`src/gca_pkg.sv`:
```
// shared constants, codes and types for the grid cell ground adjacency block
// no dependencies
package gca_pkg;

    localparam int GRID_X = 256;
    localparam int GRID_Y = 256;
    localparam int GX_W   = $clog2(GRID_X);
    localparam int GY_W   = $clog2(GRID_Y);

    localparam int CMD_W      = 2;
    localparam int COORD_W    = 18;
    localparam int CELL_W     = 8;
    localparam int RADIUS_W   = 17;
    localparam int SCALE_W    = 24;
    localparam int THR_W      = 4;
    localparam int FRAC_W     = 16;
    localparam int CFG_IDX_W  = 2;
    localparam int CFG_DATA_W = 24;
    localparam int NB_N       = 8;

    localparam logic [CMD_W-1:0] CMD_START    = 2'd0;
    localparam logic [CMD_W-1:0] CMD_INSERT   = 2'd1;
    localparam logic [CMD_W-1:0] CMD_CLASSIFY = 2'd2;
    localparam logic [CMD_W-1:0] CMD_NONE     = 2'd3;

    localparam logic [CFG_IDX_W-1:0] REG_RADIUS = 2'd0;
    localparam logic [CFG_IDX_W-1:0] REG_SCALE  = 2'd1;
    localparam logic [CFG_IDX_W-1:0] REG_THR    = 2'd2;

    localparam logic [RADIUS_W-1:0] RADIUS_RST = 17'd20000;
    localparam logic [SCALE_W-1:0]  SCALE_RST  = 24'd419430;
    localparam logic [THR_W-1:0]    THR_RST    = 4'd2;

    typedef struct packed {
        logic [GX_W-1:0] cell_x;
        logic [GY_W-1:0] cell_y;
        logic            in_range;
        logic            edge_cell;
    } loc_t;

endpackage

```
`src/gca_locate.sv`:
```
// range test and cell binning: squares and scaled offsets registered, then compare and clamp
// depends on gca_pkg
module gca_locate (
    input  logic                                clk,
    input  logic                                load,
    input  logic signed [gca_pkg::COORD_W-1:0]  point_x_mm,
    input  logic signed [gca_pkg::COORD_W-1:0]  point_y_mm,
    input  logic        [gca_pkg::RADIUS_W-1:0] radius,
    input  logic        [gca_pkg::SCALE_W-1:0]  scale,
    output gca_pkg::loc_t                       loc
);
    import gca_pkg::*;

    localparam int SQ_W   = 2 * COORD_W;
    localparam int R2_W   = 2 * RADIUS_W;
    localparam int PROD_W = COORD_W + SCALE_W;
    localparam int IDX_W  = PROD_W - FRAC_W;

    logic signed [SQ_W-1:0]    sqx_full;
    logic signed [SQ_W-1:0]    sqy_full;
    logic signed [COORD_W:0]   offx_full;
    logic signed [COORD_W:0]   offy_full;
    logic [COORD_W-1:0]        offx;
    logic [COORD_W-1:0]        offy;
    logic [PROD_W-1:0]         px_next;
    logic [PROD_W-1:0]         py_next;
    logic [R2_W-1:0]           r2_next;

    logic [SQ_W-2:0]           sqx_reg;
    logic [SQ_W-2:0]           sqy_reg;
    logic [PROD_W-1:0]         px_reg;
    logic [PROD_W-1:0]         py_reg;
    logic [R2_W-1:0]           r2_reg;

    logic [SQ_W-1:0]           d2;
    logic                      inr;
    logic [IDX_W-1:0]          idx_x;
    logic [IDX_W-1:0]          idx_y;
    logic [GX_W-1:0]           cx;
    logic [GY_W-1:0]           cy;

    assign sqx_full  = point_x_mm * point_x_mm;
    assign sqy_full  = point_y_mm * point_y_mm;
    assign offx_full = {point_x_mm[COORD_W-1], point_x_mm} + $signed({2'b00, radius});
    assign offy_full = {point_y_mm[COORD_W-1], point_y_mm} + $signed({2'b00, radius});
    assign offx      = offx_full[COORD_W-1:0];
    assign offy      = offy_full[COORD_W-1:0];
    assign px_next   = PROD_W'(offx) * PROD_W'(scale);
    assign py_next   = PROD_W'(offy) * PROD_W'(scale);
    assign r2_next   = R2_W'(radius) * R2_W'(radius);

    always_ff @(posedge clk)
    begin
        if (load)
        begin
            sqx_reg <= sqx_full[SQ_W-2:0];
            sqy_reg <= sqy_full[SQ_W-2:0];
            px_reg  <= px_next;
            py_reg  <= py_next;
            r2_reg  <= r2_next;
        end
    end

    assign d2    = {1'b0, sqx_reg} + {1'b0, sqy_reg};
    assign inr   = d2 < SQ_W'(r2_reg);
    assign idx_x = px_reg[PROD_W-1:FRAC_W];
    assign idx_y = py_reg[PROD_W-1:FRAC_W];

    always_comb
    begin
        if (idx_x > IDX_W'(GRID_X - 1))
        begin
            cx = GX_W'(GRID_X - 1);
        end
        else
        begin
            cx = idx_x[GX_W-1:0];
        end
        if (idx_y > IDX_W'(GRID_Y - 1))
        begin
            cy = GY_W'(GRID_Y - 1);
        end
        else
        begin
            cy = idx_y[GY_W-1:0];
        end
    end

    always_comb
    begin
        loc = '0;
        if (inr)
        begin
            loc.cell_x    = cx;
            loc.cell_y    = cy;
            loc.in_range  = 1'b1;
            loc.edge_cell = (cx == '0) || (cx == GX_W'(GRID_X - 1)) ||
                            (cy == '0) || (cy == GY_W'(GRID_Y - 1));
        end
    end

endmodule
```
`config.mk`:
```
export PLATFORM = sky130hd
export DESIGN_NAME = gca_locate
export DESIGN_NICKNAME = d
export VERILOG_FILES = /design/src/gca_pkg.sv /design/src/gca_locate.sv
export SDC_FILE = /design/constraint.sdc
export NUM_CORES = 2
export LEC_CHECK = 0
export ABC_AREA = 1
export BUFFER_PORTS_ARGS = -buffer_cell sky130_fd_sc_hd__clkbuf_2
export CORE_ASPECT_RATIO = 0.6
export CORE_MARGIN = 8
export CORE_UTILIZATION = 65
export DETAILED_ROUTE_END_ITERATION = 8
export GPL_TIMING_DRIVEN = 0
export PLACE_DENSITY = 0.8
export SLEW_MARGIN = 40
export SYNTH_ARGS = -nofsm -noshare
export SYNTH_HDL_FRONTEND = slang
export SYNTH_SLANG_ARGS = --single-unit
```
`constraint.sdc`:
```
create_clock -name clk -period 14.95 [get_ports clk]
set_clock_uncertainty 0.05 [all_clocks]
set_input_delay 0.7475 -clock clk [delete_from_list [all_inputs] [get_ports clk]]
set_output_delay 0.7475 -clock clk [all_outputs]
set_load 0.05 [all_outputs]
```
==> results by group <==
Worst setup path
  – Capture point of the worst path: py_reg[24]
  – CP max stage cell: clkbuf_1
  – Critical-path maximum fanout: 10
  – Critical path origin: point_y_mm[1]
  – CP most frequent cell: inv_1
  – Crit path DAT: roughly 10000 ps
  – CP max stage delay: approximately 760 ps
  – Element type at the critical path start: input pin
  – Critical path capture point type: register
  – Crit path required time: 15,130 ps
  – WS Path Type: input pin to register

Yosys
  – Asr flop ratio synth: 0%
  – Yosys top cell area share: a little over two fifths
  – Compound-gate portion of the synthesized area: under 10%
  – Synthesis Warnings: 0
  – Main combinational cell family by area after synthesis: adder cells
  – Seq/Total Area, Yosys: slightly below 7%
  – Syn Nets: about 11,000
  – Mapped Cells: about 8,400
  – Flops & latches, synth: ~150
  – Number of synthesized flops with an enable pin: roughly 150
  – XOR/XNOR Fraction of Synth Area: under 10%
  – Post-Synth Simple-Gate Area: about 16%
  – Top cells by area, synth: fa_1 (43%), inv_1 (13%), ha_1 (12%)
  – Mux contribution to synthesized area: 0%
  – Yosys top cell by area: fa_1
  – Yosys cell types: between 60 and 70
  – Synth Cell Area: roughly 68,000 um2
  – Post-Synth Adder-Cell Area: between 50% and 60%
  – Synth Flop Type: edfxtp_1
  – Syn_area_per_cell: about 8.1 um2

STA
  – RSZ-0062 raised after global routing: no
  – Slew HR: between 30% and 40%
  – Period utilization: between 60% and 70%
  – Final hold vios: 0
  – Max Freq: ~100 MHz
  – Slew Viols, Final: 0
  – Setup_tns: 0 ps
  – Final Critical Period: approximately 9800 ps
  – Final Setup Violations: 0
  – Slew of the pin with the lowest slew margin: roughly 1000 ps

Die
  – I/O pins: 97
  – Core area: about 100,000 um2
  – Placement row count: between 90 and 100
  – Initial Util: between 60% and 70%
  – Chip height: around 270 um
  – Die width: 434 um
  – Die area: ~120,000 um2

Drt
  – Initial DRC count: roughly 6,400
  – Remaining DRCs: 0
  – Routed WL: roughly 220,000 um
  – DRT Pass-1 Iters: 7
  – Antenna viol nets, final: 0
  – Routed wire length per instance: ~22 um
  – Vias: ~56,000
  – DR vias/cell: 5.67

Final layout
  – Final nets: 10,675
  – Fillcell total: 8,913
  – Fin util: 68.1%
  – Multi-input gate area: between 50,000 and 60,000 um2
  – Fin cells: slightly below 10,000
  – Seq. cell area: around 4600 um2
  – Fraction of layout cells with a size suffix above 1: between 3 and 4%
  – Area growth from synthesis to final layout: 4.28%
  – Final instance area: roughly 71,000 um2

Clock tree
  – Number of gates resized after cts: 0
  – Worst-case clock buffer depth: 2
  – Root Driver: clkbuf_16
  – Clock slew at reported path FFs: 70 ps
  – Clk sink count: ~150
  – CTS Buf Count: 17
  – Post-CTS Setup Inserts: 0
  – Max H-tree Level: 4
  – CTS tree: yes
  – Hold_buf cts: 0

Global route
  – First-pass GRT wire length: ~340,000 um
  – Largest net degree at the start of global routing: a little over 70
  – Overflow after GRT: 0
  – Initial antenna violation count: 6
  – Vias in the first global route: 56,931
  – Tot GR Track Use: just under 40%

Hold path
  – Worst min path class: input pin to register

Place
  – Inst Count DP: roughly 10,000
  – Post-DP Area: between 70,000 and 80,000 um2
  – Port buffer count: just over 80
  – DP HPWL: roughly 190,000 um
  – GPL Wtd Cong: ~1.1

Run
  – MaxCap Viol Count: 0

Status
  – Status: finished, final reports clean
[area by class of cell]
cell class | count | share of cell area [%]
Tap cell | 1410 | 2.48
Clock inverter | 14 | 0.216
Sequential cell | 153 | 6.45
Antenna cell | 7 | 0.0246
Multi-Input combinational cell | 5536 | 75.1
Buffer | 255 | 1.59
Clock buffer | 18 | 0.603
Timing Repair Buffer | 85 | 0.685
Inverter | 2437 | 12.9
[per-layer routing]
| layer | share of wire [%] | track usage, % |
|---|---|---|
| met1 | 42 | 58.5 |
| met2 | 37 | 49.3 |
| met3 | 19 | 20.4 |
| met4 | 2.4 | 7.93 |
| met5 | 0.074 | 0.924 |
[critical path: cells and delay by family]
| family | cells | cell delay (ps) |
|---|---|---|
| AOI/OAI and AO/OA | 4 | 1380 |
| xor gates and xnor gates | 1 | 140 |
| adders and majority gates | 8 | 4150 |
| buffers and inverters | 11 | 2540 |
| and+or+nand+nor | 6 | 970 |
[cell usage in the layout (no fill, tap or decap), drive strengths merged, types with 2 or more instances in the layout]
cell type	netlist	routed
inv	2430	2438
nand2	1611	1611
fa	1479	1479
ha	632	632
nor2	625	625
clkbuf	200	302
nand3	276	276
a21oi	263	263
edfxtp	153	153
o21ai	147	147
xor2	121	121
xnor2	66	66
buf	55	56
nor3	53	53
or2	48	48
nand4	47	47
o21bai	36	36
a21o	28	28
a31oi	22	22
nor4	18	18
a21boi	14	14
o211ai	11	11
clkinv	7	11
o21a	10	10
diode	0	7
a211oi	5	5
o31ai	3	3
and2	3	3
a31o	3	3
o221ai	3	3
o2111ai	3	3
nand3b	2	2
a221oi	2	2
[synthesized netlist by cell type, types with 8 or more instances]
cell type	count
nand2_2	19
clkbuf_1	200
or2_2	37
nand4_1	46
ha_1	632
a31oi_1	22
xnor2_1	66
nor2_2	13
nor2_1	595
nand3_1	267
buf_1	21
xor2_1	119
nor3_1	50
nand3_2	8
edfxtp_1	153
nand2_1	1589
nor2_4	17
o21a_1	10
a21boi_0	11
a21oi_1	258
inv_1	2423
o211ai_1	11
o21bai_1	35
o21ai_0	139
buf_2	22
fa_1	1479
a21o_1	28
nor4_1	17
[worst min-delay path by stage]
stage	start	to	slack (ps)	depth (start not counted)
2_1_floorplan	radius[0]	r2_reg[0]	800	0
3_3_place_gp	point_x_mm[0]	sqx_reg[0]	1050	1
3_5_place_dp	point_y_mm[0]	sqy_reg[0]	1050	1
4_1_cts	point_y_mm[0]	sqy_reg[0]	510	1
5_1_grt	point_y_mm[0]	sqy_reg[0]	530	1
6_report	point_x_mm[0]	sqx_reg[0]	550	1
[metrics by stage]
step                      hold WS [ps]  worst slack [ps]
after detailed placement          1050              5190
after floorplan                    796              7620
final                              547              5150
after global routing               527              5130
after global placement            1050              5180
after CTS                          514              5660
[logic make-up (layout without fill, tap and decap cells)]
kind of cell	Yosys count	in the layout
buffers and inverters	2692	2809
and+or+nand+nor	2685	2685
adders and majority gates	2111	2111
AOI/OAI and AO/OA	553	553
xor gates and xnor gates	187	187
DFF	153	153
other	0	7
Power is not shown: default switching activity piles up to over one toggle a cycle in this logic, so the estimate is an artifact.
